### src/design/lpe_pkg.sv
// ---------------------------------------------------------------------------
// Legendre polynomial evaluator package
// Widths, constants, controller states and the division chain link types.
// ---------------------------------------------------------------------------
package lpe_pkg;

  // Field widths
  localparam int unsigned POINT_W  = 16;
  localparam int unsigned VALUE_W  = 16;
  localparam int unsigned IDX_W    = 4;
  localparam int unsigned DEGREE_W = 4;

  // Recurrence datapath widths
  localparam int unsigned PROD_W   = 18;  // (x * P) >>> 14
  localparam int unsigned SUM_W    = 24;  // (2k+1)*prod - k*prev
  localparam int unsigned QUOT_W   = 15;  // quotient magnitude below 2^15
  localparam int unsigned REM_W    = 19;  // divisor << 15 fits here
  localparam int unsigned Q_SHIFT  = 14;

  localparam logic [DEGREE_W-1:0]       MAX_DEGREE   = 4'd15;
  localparam logic [DEGREE_W-1:0]       DEGREE_RESET = 4'd1;
  localparam logic signed [VALUE_W-1:0] Q_ONE        = 16'sd16384;
  localparam logic signed [VALUE_W-1:0] VALUE_MAX    = 16'sh7fff;
  localparam logic signed [VALUE_W-1:0] VALUE_MIN    = 16'sh8000;

  // Controller states
  typedef enum logic [2:0] {
    ST_IDLE,
    ST_EMIT,
    ST_MUL,
    ST_SUM,
    ST_LAUNCH,
    ST_WAIT
  } lpe_state_t;

  // Request into the division chain
  typedef struct packed {
    logic                    valid;
    logic signed [SUM_W-1:0] sum;
    logic [IDX_W-1:0]        divisor;
  } lpe_div_req_t;

  // Saturated quotient out of the division chain
  typedef struct packed {
    logic                      valid;
    logic signed [VALUE_W-1:0] value;
  } lpe_div_rsp_t;

  // Link between neighboring division stages
  typedef struct packed {
    logic              valid;
    logic              neg;
    logic              sat;
    logic [REM_W-1:0]  rem;
    logic [REM_W-1:0]  den;
    logic [QUOT_W-1:0] quot;
  } lpe_link_t;

endpackage

### src/design/lpe_div_cell.sv
// ---------------------------------------------------------------------------
// Division stage
// Retires one quotient bit by restoring subtraction and hands the partial
// remainder, the halved divisor and the quotient so far to its neighbor.
// ---------------------------------------------------------------------------
module lpe_div_cell (
  input  logic              clk,
  input  logic              rst_n,
  input  lpe_pkg::lpe_link_t stage_i,
  output lpe_pkg::lpe_link_t stage_o
);

  lpe_pkg::lpe_link_t stage_r;
  lpe_pkg::lpe_link_t stage_nxt;

  // Subtract when the shifted divisor fits, shift the quotient bit in
  always_comb begin
    stage_nxt     = stage_i;
    stage_nxt.den = stage_i.den >> 1;
    if (stage_i.rem >= stage_i.den) begin
      stage_nxt.rem  = stage_i.rem - stage_i.den;
      stage_nxt.quot = {stage_i.quot[lpe_pkg::QUOT_W-2:0], 1'b1};
    end else begin
      stage_nxt.quot = {stage_i.quot[lpe_pkg::QUOT_W-2:0], 1'b0};
    end
  end

  // Advance; clear the stage on reset
  always_ff @(posedge clk) begin
    if (!rst_n) begin
      stage_r <= '0;
    end else begin
      stage_r <= stage_nxt;
    end
  end

  assign stage_o = stage_r;

endmodule

### src/design/lpe_div_chain.sv
// ---------------------------------------------------------------------------
// Division chain
// Signed sum divided by a small index, truncated toward zero and saturated
// to 16 bits, through a row of one-bit restoring division stages.
// ---------------------------------------------------------------------------
module lpe_div_chain (
  input  logic                  clk,
  input  logic                  rst_n,
  input  lpe_pkg::lpe_div_req_t req_i,
  output lpe_pkg::lpe_div_rsp_t rsp_o
);

  localparam int unsigned NSTG = lpe_pkg::QUOT_W;

  lpe_pkg::lpe_link_t              link [NSTG+1];
  lpe_pkg::lpe_link_t              head;
  logic [lpe_pkg::SUM_W-1:0]       mag;
  logic [lpe_pkg::REM_W-1:0]       limit;
  logic                            sat;
  logic [lpe_pkg::VALUE_W-1:0]     quot_ext;
  lpe_pkg::lpe_link_t              tail;

  // Take the magnitude and flag quotients that cannot fit in 15 bits
  always_comb begin
    mag   = req_i.sum[lpe_pkg::SUM_W-1] ? lpe_pkg::SUM_W'(-req_i.sum)
                                        : lpe_pkg::SUM_W'(req_i.sum);
    limit = lpe_pkg::REM_W'({req_i.divisor, {lpe_pkg::QUOT_W{1'b0}}});
    sat   = (mag >= lpe_pkg::SUM_W'(limit));

    head.valid = req_i.valid;
    head.neg   = req_i.sum[lpe_pkg::SUM_W-1];
    head.sat   = sat;
    head.rem   = sat ? '0 : mag[lpe_pkg::REM_W-1:0];
    head.den   = lpe_pkg::REM_W'({req_i.divisor, {(lpe_pkg::QUOT_W-1){1'b0}}});
    head.quot  = '0;
  end

  assign link[0] = head;

  // Row of stages, one quotient bit each
  for (genvar j = 0; j < NSTG; j++) begin : g_stage
    lpe_div_cell u_cell (
      .clk     (clk),
      .rst_n   (rst_n),
      .stage_i (link[j]),
      .stage_o (link[j+1])
    );
  end

  // Apply sign and saturation at the end of the row
  always_comb begin
    tail        = link[NSTG];
    quot_ext    = {1'b0, tail.quot};
    rsp_o.valid = tail.valid;
    if (tail.sat) begin
      rsp_o.value = tail.neg ? lpe_pkg::VALUE_MIN : lpe_pkg::VALUE_MAX;
    end else if (tail.neg) begin
      rsp_o.value = -$signed(quot_ext);
    end else begin
      rsp_o.value = $signed(quot_ext);
    end
  end

endmodule

### src/design/legendre_polynomial_eval.sv
// ---------------------------------------------------------------------------
// Legendre polynomial evaluator
// For each point x (signed Q2.14) emits P0..Pd at x, one item per degree,
// in index order, tlast on Pd; d is the degree register (reset 1).
// ---------------------------------------------------------------------------
// One point is worked on at a time. P0 and P1 are emitted directly; every
// higher degree passes through the x*P product, the recurrence sum, the
// division launch and the division chain (one quotient bit per stage),
// after which the value is emitted once the output register is free. A
// result waiting in the output register does not block acceptance of the
// next point.
// ---------------------------------------------------------------------------
module legendre_polynomial_eval (
  input  logic        clk,
  input  logic        rst_n,
  // Configuration: degree
  input  logic        cfg_wr_en,
  input  logic [3:0]  cfg_wr_data,
  // Input items
  input  logic        in_tvalid,
  output logic        in_tready,
  input  logic [15:0] in_tdata,    // [15:0] point
  // Result items
  output logic        out_tvalid,
  input  logic        out_tready,
  output logic [15:0] out_tdata,   // [15:0] poly_value
  output logic [3:0]  out_tuser,   // [3:0] poly_index
  output logic        out_tlast
);

  lpe_pkg::lpe_state_t state_r, state_nxt;

  logic [lpe_pkg::DEGREE_W-1:0]       degree_r, degree_nxt;
  logic [lpe_pkg::DEGREE_W-1:0]       dlim_r, dlim_nxt;
  logic [lpe_pkg::IDX_W-1:0]          idx_r, idx_nxt;
  logic signed [lpe_pkg::POINT_W-1:0] x_r, x_nxt;
  logic signed [lpe_pkg::VALUE_W-1:0] prev_r, prev_nxt;
  logic signed [lpe_pkg::VALUE_W-1:0] cur_r, cur_nxt;
  logic signed [lpe_pkg::PROD_W-1:0]  prod_r, prod_nxt;
  logic signed [lpe_pkg::SUM_W-1:0]   sum_r, sum_nxt;

  logic                               out_valid_r, out_valid_nxt;
  logic [lpe_pkg::VALUE_W-1:0]        out_value_r, out_value_nxt;
  logic [lpe_pkg::IDX_W-1:0]          out_index_r, out_index_nxt;
  logic                               out_last_r, out_last_nxt;

  logic                               slot_free;
  logic [lpe_pkg::IDX_W-1:0]          k;
  logic signed [31:0]                 prod_full;
  logic signed [5:0]                  coef_a;
  logic signed [4:0]                  coef_b;
  logic signed [lpe_pkg::SUM_W-1:0]   term_a;
  logic signed [lpe_pkg::SUM_W-1:0]   term_b;

  lpe_pkg::lpe_div_req_t              div_req;
  lpe_pkg::lpe_div_rsp_t              div_rsp;

  // Recurrence arithmetic for P(idx) with k = idx - 1
  always_comb begin
    k         = idx_r - 1'b1;
    prod_full = x_r * cur_r;
    coef_a    = $signed({1'b0, k, 1'b1});
    coef_b    = $signed({1'b0, k});
    term_a    = coef_a * prod_r;
    term_b    = coef_b * prev_r;
  end

  assign slot_free = !out_valid_r || out_tready;

  // Division request comes straight from the sum register
  always_comb begin
    div_req.valid   = (state_r == lpe_pkg::ST_LAUNCH);
    div_req.sum     = sum_r;
    div_req.divisor = idx_r;
  end

  lpe_div_chain u_div_chain (
    .clk   (clk),
    .rst_n (rst_n),
    .req_i (div_req),
    .rsp_o (div_rsp)
  );

  // Controller: next state and datapath loads
  always_comb begin
    state_nxt     = state_r;
    degree_nxt    = degree_r;
    dlim_nxt      = dlim_r;
    idx_nxt       = idx_r;
    x_nxt         = x_r;
    prev_nxt      = prev_r;
    cur_nxt       = cur_r;
    prod_nxt      = prod_r;
    sum_nxt       = sum_r;
    out_valid_nxt = out_valid_r;
    out_value_nxt = out_value_r;
    out_index_nxt = out_index_r;
    out_last_nxt  = out_last_r;

    if (cfg_wr_en) begin
      degree_nxt = cfg_wr_data;
    end

    // Drop the held item once taken
    if (out_valid_r && out_tready) begin
      out_valid_nxt = 1'b0;
    end

    unique case (state_r)
      lpe_pkg::ST_IDLE: begin
        if (in_tvalid) begin
          x_nxt     = $signed(in_tdata);
          prev_nxt  = lpe_pkg::Q_ONE;
          cur_nxt   = $signed(in_tdata);
          idx_nxt   = '0;
          dlim_nxt  = (degree_r > lpe_pkg::MAX_DEGREE) ? lpe_pkg::MAX_DEGREE : degree_r;
          state_nxt = lpe_pkg::ST_EMIT;
        end
      end
      lpe_pkg::ST_EMIT: begin
        if (slot_free) begin
          out_valid_nxt = 1'b1;
          out_value_nxt = (idx_r == '0) ? lpe_pkg::Q_ONE : cur_r;
          out_index_nxt = idx_r;
          out_last_nxt  = (idx_r == dlim_r);
          if (idx_r == dlim_r) begin
            state_nxt = lpe_pkg::ST_IDLE;
          end else begin
            idx_nxt   = idx_r + 1'b1;
            state_nxt = (idx_r == '0) ? lpe_pkg::ST_EMIT : lpe_pkg::ST_MUL;
          end
        end
      end
      lpe_pkg::ST_MUL: begin
        prod_nxt  = prod_full[31:lpe_pkg::Q_SHIFT];
        state_nxt = lpe_pkg::ST_SUM;
      end
      lpe_pkg::ST_SUM: begin
        sum_nxt   = term_a - term_b;
        state_nxt = lpe_pkg::ST_LAUNCH;
      end
      lpe_pkg::ST_LAUNCH: begin
        state_nxt = lpe_pkg::ST_WAIT;
      end
      lpe_pkg::ST_WAIT: begin
        if (div_rsp.valid) begin
          prev_nxt  = cur_r;
          cur_nxt   = div_rsp.value;
          state_nxt = lpe_pkg::ST_EMIT;
        end
      end
      default: begin
        state_nxt = lpe_pkg::ST_IDLE;
      end
    endcase
  end

  // State and datapath registers
  always_ff @(posedge clk) begin
    if (!rst_n) begin
      state_r     <= lpe_pkg::ST_IDLE;
      degree_r    <= lpe_pkg::DEGREE_RESET;
      out_valid_r <= 1'b0;
    end else begin
      state_r     <= state_nxt;
      degree_r    <= degree_nxt;
      out_valid_r <= out_valid_nxt;
    end
    dlim_r      <= dlim_nxt;
    idx_r       <= idx_nxt;
    x_r         <= x_nxt;
    prev_r      <= prev_nxt;
    cur_r       <= cur_nxt;
    prod_r      <= prod_nxt;
    sum_r       <= sum_nxt;
    out_value_r <= out_value_nxt;
    out_index_r <= out_index_nxt;
    out_last_r  <= out_last_nxt;
  end

  assign in_tready  = (state_r == lpe_pkg::ST_IDLE);
  assign out_tvalid = out_valid_r;
  assign out_tdata  = out_value_r;
  assign out_tuser  = out_index_r;
  assign out_tlast  = out_last_r;

endmodule

### config.mk
export PLATFORM = sky130hd
export DESIGN_NAME = legendre_polynomial_eval
export DESIGN_NICKNAME = d
export VERILOG_FILES = /design/src/design/lpe_pkg.sv /design/src/design/lpe_div_cell.sv /design/src/design/lpe_div_chain.sv /design/src/design/legendre_polynomial_eval.sv
export SDC_FILE = /design/constraint.sdc
export NUM_CORES = 2
export LEC_CHECK = 0
export BUFFER_PORTS_ARGS = -buffer_cell sky130_fd_sc_hd__buf_2
export CELL_PAD_IN_SITES_DETAIL_PLACEMENT = 0
export CELL_PAD_IN_SITES_GLOBAL_PLACEMENT = 1
export CORE_MARGIN = 2
export CORE_UTILIZATION = 55
export DETAILED_ROUTE_END_ITERATION = 12
export GPL_ROUTABILITY_DRIVEN = 1
export GPL_TIMING_DRIVEN = 0
export PLACE_DENSITY = 0.95
export SLEW_MARGIN = 20
export SYNTH_ARGS = -nofsm -noshare
export SYNTH_HDL_FRONTEND = slang
export SYNTH_HIERARCHICAL = 1
export SYNTH_SLANG_ARGS = --single-unit
### constraint.sdc
create_clock -name clk -period 14.3 [get_ports clk]
set_input_delay 2.86 -clock clk [delete_from_list [all_inputs] [get_ports clk]]
set_output_delay 2.86 -clock clk [all_outputs]
set_load 0.005 [all_outputs]
* Word-level counts from Yosys, hierarchy flattened
Cells that the tools add are included.
** Storage, ports and cells
- Input bits :: 25
- Logic and storage cells :: 229
- Output and inout port bits :: 23
- Flip-flop bits (word level) :: 824
** Operators by class
- Reductions and logical operators :: 12
- Multiply operators :: 3
- Order comparisons :: 17
- $add $sub $neg :: 19
- Equality and inequality tests :: 10
- Muxes and demuxes :: 53
** Operator list (number)
- $mux 19 :: 15
- $ge 19x19->1 :: 14
- $sub 19x19->19 :: 13
- $mux 16 :: 7
- $pmux 16 s2 :: 2
- $mul 16x16->32 :: 1
- $ge 24x19->1 :: 1
- $mul 6x18->24 :: 1
- $mux 24 :: 1
- $neg 24->24 :: 1
- $sub 24x21->24 :: 1
- $mul 5x16->21 :: 1
- $ge 19x18->1 :: 1
- $sub 19x18->19 :: 1
- $mux 1 :: 18
- $pmux 3 s6 :: 1
- $neg 15->16 :: 1
- $mux 4 :: 3
- $mux 3 :: 3
- $pmux 4 s2 :: 1
- $eq 3x2->1 const B :: 2
- $eq 3x3->1 const B :: 2
- $ne 2x2->1 const B :: 3
- $reduce_and 3->1 :: 2
- 15 further kinds :: 18

* Logic depth before layout (Yosys ltp)
- Depth after elaboration :: 6
- Depth in mapped cells :: 25
- Depth with buffers taken out :: 23

* Cells and area by module
The synthesis kept the hierarchy.
** By module, submodules not included
- lpe_div_cell :: seq. area each 1101.1 µm², instances 15, cells each 316, area each 2766.4 µm²
- legendre_polynomial_eval :: seq. area each 3733.6 µm², instances 1, cells each 1990, area each 19810.2 µm²
- lpe_div_chain :: seq. area each 0.0 µm², instances 1, cells each 228, area each 1462.7 µm²

* Worst setup path before layout
No wires, ideal clock.
- Path type :: register to register
- From :: register idx_r[0] in the netlist's numbering
- To :: register sum_r[23] in the netlist's numbering, data pin
- Path slack :: 7.721 ns
- Setup time :: 0.260 ns
- Stages on the path, launching flop included :: 25
- Clock period less this slack :: 6.579 ns
- Path buffers :: 3
- Data required time :: 14.040 ns
- Arrival :: 6.319 ns
- Path through :: edfxtp_1 > clkbuf_1 > inv_1 > clkbuf_1 > ha_1 > xor2_1 > clkbuf_1 > and2_1 > fa_1 > ha_1 > inv_1 > fa_1 > inv_1 > fa_1 > inv_1 > fa_1 > ha_1 > o21ai_1 > o21ai_2 > a2111oi_4 > o31ai_2 > or4b_1 > a31o_1 > a21oi_2 > xnor2_1
** Between the ends
- Cells in the longest elaborated chain, start to end :: 3
- Elaborated cells between the ends (all ways) :: 4
- Those cells by class :: 2 x add/sub; 2 x mul
** RTL lines
- start, declared :: line legendre_polynomial_eval.sv:35 : logic [lpe_pkg::IDX_W-1:0] idx_r, idx_nxt;
- start signal, assigned :: line legendre_polynomial_eval.sv:170 : idx_r <= idx_nxt;
- $sub 4x1->4 (*) :: line legendre_polynomial_eval.sv:60 : k = idx_r - 1'b1;
- via k, one bit :: line legendre_polynomial_eval.sv:48 : logic [lpe_pkg::IDX_W-1:0] k;
- $mul 6x18->24 or $mul 5x16->21 (tied branches) :: line legendre_polynomial_eval.sv:64, legendre_polynomial_eval.sv:65
- $sub 24x21->24 (*) :: line legendre_polynomial_eval.sv:139 : sum_nxt = term_a - term_b;
- end signal, assigned :: line legendre_polynomial_eval.sv:175 : sum_r <= sum_nxt;
- end, declared :: line legendre_polynomial_eval.sv:40 : logic signed [lpe_pkg::SUM_W-1:0] sum_r, sum_nxt;
The timed path passes the listed nets; every way through them passes the cells marked *.
A chain may end at the register's enable or synchronous reset.

* Worst setup path after layout
- From :: register idx_r[0] in the netlist's numbering
- To :: register sum_r[22] in the netlist's numbering, data pin
Same word-level chain as after synthesis.

==> flow_summary.json <==
{
  "grt_pass1_wl_um": 247600,
  "antenna_found_initial": 1,
  "finalSetupTns_ps": 0,
  "hold_viol_final": 0,
  "min_path_type": "flop to flop",
  "layout-drive-gt1-share_pct": 7.798,
  "cts_hold_buf": 0,
  "wl_per_cell_um": 18.88,
  "port_buffers": 46,
  "vias": 47030,
  "crit_path_end_kind": "flop",
  "syn_inst": 6549,
  "busiest_layer": "met2",
  "gp_congestion": 0.9592,
  "worstPathRequired_ps": 14690,
  "first_global_vias": 46530,
  "max_freq_ghz": 0.1197,
  "setup_viol": 0,
  "n_antenna_cell": 0,
  "fin_skew_ps": 24.59,
  "path_buf_inv": 7,
  "die_area_mm2": 0.1086,
  "cts-resized-gates": 0,
  "grt_util_all_layers_pct": 28.47,
  "maxCapViolations": 0,
  "ios": 48,
  "drt_iter0_markers": 4103,
  "run_status": "completed",
  "clockRootBuffer": "clkbuf_16",
  "avgSynthCellArea_um2": 8.905,
  "crit_chain": "clkbuf_1, inv_1, clkbuf_1, ha_1, xor2_1, clkbuf_1, and2_1, fa_1, ha_1, inv_1, fa_1, inv_1, fa_1, inv_1, fa_1, ha_1, a211oi_1, nor2_1, o31ai_1, a31oi_1, o41a_1, a31oi_1, mux2i_1, o2111ai_1",
  "die_x_um": 329.6,
  "clock_path_buffers": 3,
  "clk_latency_ps": 660,
  "dp_hpwl_um": 123000,
  "tightest_slew_ps": 1089,
  "cts_tree": "built",
  "htreeDepth": 3,
  "placementRows": 119,
  "crit_family": "adder cells",
  "finalCriticalPeriod_ps": 8353,
  "rsz0062_at_grt": "no",
  "critical-path-max-stage-delay_ps": 590,
  "critPathKind": "flop to flop",
  "routed_wl_um": 154100,
  "gr-total-overflow": 0,
  "cts.reportedPaths.clkPinSlew_ps": 60,
  "fin_nets": 7571,
  "post_cts_buffers": 0,
  "first_pass_iters": 6,
  "global_route.usage.met3_pct": 4.090,
  "drc": 0,
  "cts_made_buffers": 87,
  "cts.sinks": 810,
  "grt_use_met2_pct": 46.72,
  "finalMaxSlewViolations": 0,
  "slowest_stage": "edfxtp_1",
  "grt_max_degree": 54,
  "start_util_pct": 55.40,
  "grt_use_met1_pct": 38.43,
  "syn_area_mm2": 0.05832,
  "worst-path-max-fanout": 10,
  "core_area_mm2": 0.1053,
  "syn_to_final_growth_pct": 8.702,
  "drtAntennaViolNets": 0,
  "startpoint_type": "flop",
  "worstPathArrival_ps": 8740,
  "max_slew_margin_pct": 26.74,
  "die_h_um": 329.6,
  "fin_crit_sh_pct": 58.41,
  "viasPerCell": 5.762,
  "yosysWarnings": 6
}
-- layout make-up --
type | instances | area [um^2]
well taps | 1391 | 1740
inverters | 893 | 3352
plain buffers | 294 | 1677
fillers | 9212 | 41880
flip-flops and latches | 810 | 17410
repair buffers | 48 | 271.5
clock buffers | 115 | 2469
clock inverters | 45 | 520.5
multi-input cells | 4566 | 35950
-- worst paths after layout --
path                                                            start                                                   to  slack, ps  cells past startpoint
setup / recovery                               idx_r[0]$_SDFFCE_PN0P_                                  sum_r[22]$_DFFE_PP_       5950                     24
hold / removal    u_div_chain/g_stage[6].u_cell/stage_o[1]$_SDFF_PN0_  u_div_chain/g_stage[7].u_cell/stage_o[2]$_SDFF_PN0_        420                      1
hold reg to reg   u_div_chain/g_stage[6].u_cell/stage_o[1]$_SDFF_PN0_  u_div_chain/g_stage[7].u_cell/stage_o[2]$_SDFF_PN0_        420                      1
setup reg to reg                               idx_r[0]$_SDFFCE_PN0P_                                  sum_r[22]$_DFFE_PP_       5950                     24
-- state kept, by name (all words and copies together) (netlist names) --
signal,flops
x_r,16
u_div_chain/g_stage.u_cell/stage_o,683
out_tuser,4
degree_r,4
prev_r,16
out_tvalid,1
out_tdata,16
cur_r,16
dlim_r,4
state_r,3
idx_r,4
prod_r,18
out_tlast,1
sum_r,24
-- through the flow --
step                cell area, um^2  hold WS (ps)  cells  worst slack (ps)  utilization (%)
floorplan                     58370         407.6   6563              7721                -
global placement              60340         416.7   8000              6062            57.32
detailed placement            60400         417.7   8002              6089            57.38
CTS                           63390         427.7   8162              6037            60.22
global route                  63390         433.3   8162              5524            60.22
finish                        63390         419.5   8162              5947            60.22
-- metal layers --
metal  vias up  part of all wire, %
met5         -               0.0058
met4         2                  3.7
met3       363                  6.2
met2      1755                   46
met1     22470                   44
li1      22440                    -
-- cell usage in the layout, fill, tap and decap left out, drive strengths merged, types with 17 or more instances in the layout --
cell type,count
nand2,462
o211ai,58
conb,29
nand3,207
a31o,17
o22ai,48
o32ai,42
a211oi,82
o31ai,26
nor4,26
a31oi,19
nor2,445
a21oi,492
o21a,64
nor3,144
inv,899
clkinv,21
o21bai,30
xor2,90
edfxtp,119
or3,47
clkbuf,315
ha,442
o21ai,217
nand2b,63
nand4,95
a21o,141
and2,322
dfxtp,691
a211o,60
fa,404
a221o,28
and3,65
xnor2,119
buf,142
nor2b,83
o211a,29
-- worst reg2reg max path, delay by kind of cell (launching register included) --
| family | cells | cell delay, ps |
|---|---|---|
| fa+ha+maj | 7 | 3020 |
| buf+inv | 7 | 1820 |
| compound gates | 6 | 1620 |
| flops | 1 | 590 |
| xor+xnor | 1 | 470 |
| simple gates | 2 | 350 |
| mux | 1 | 230 |
Power is not shown: default switching activity piles up to over one toggle a cycle in this logic, so the estimate is an artifact.
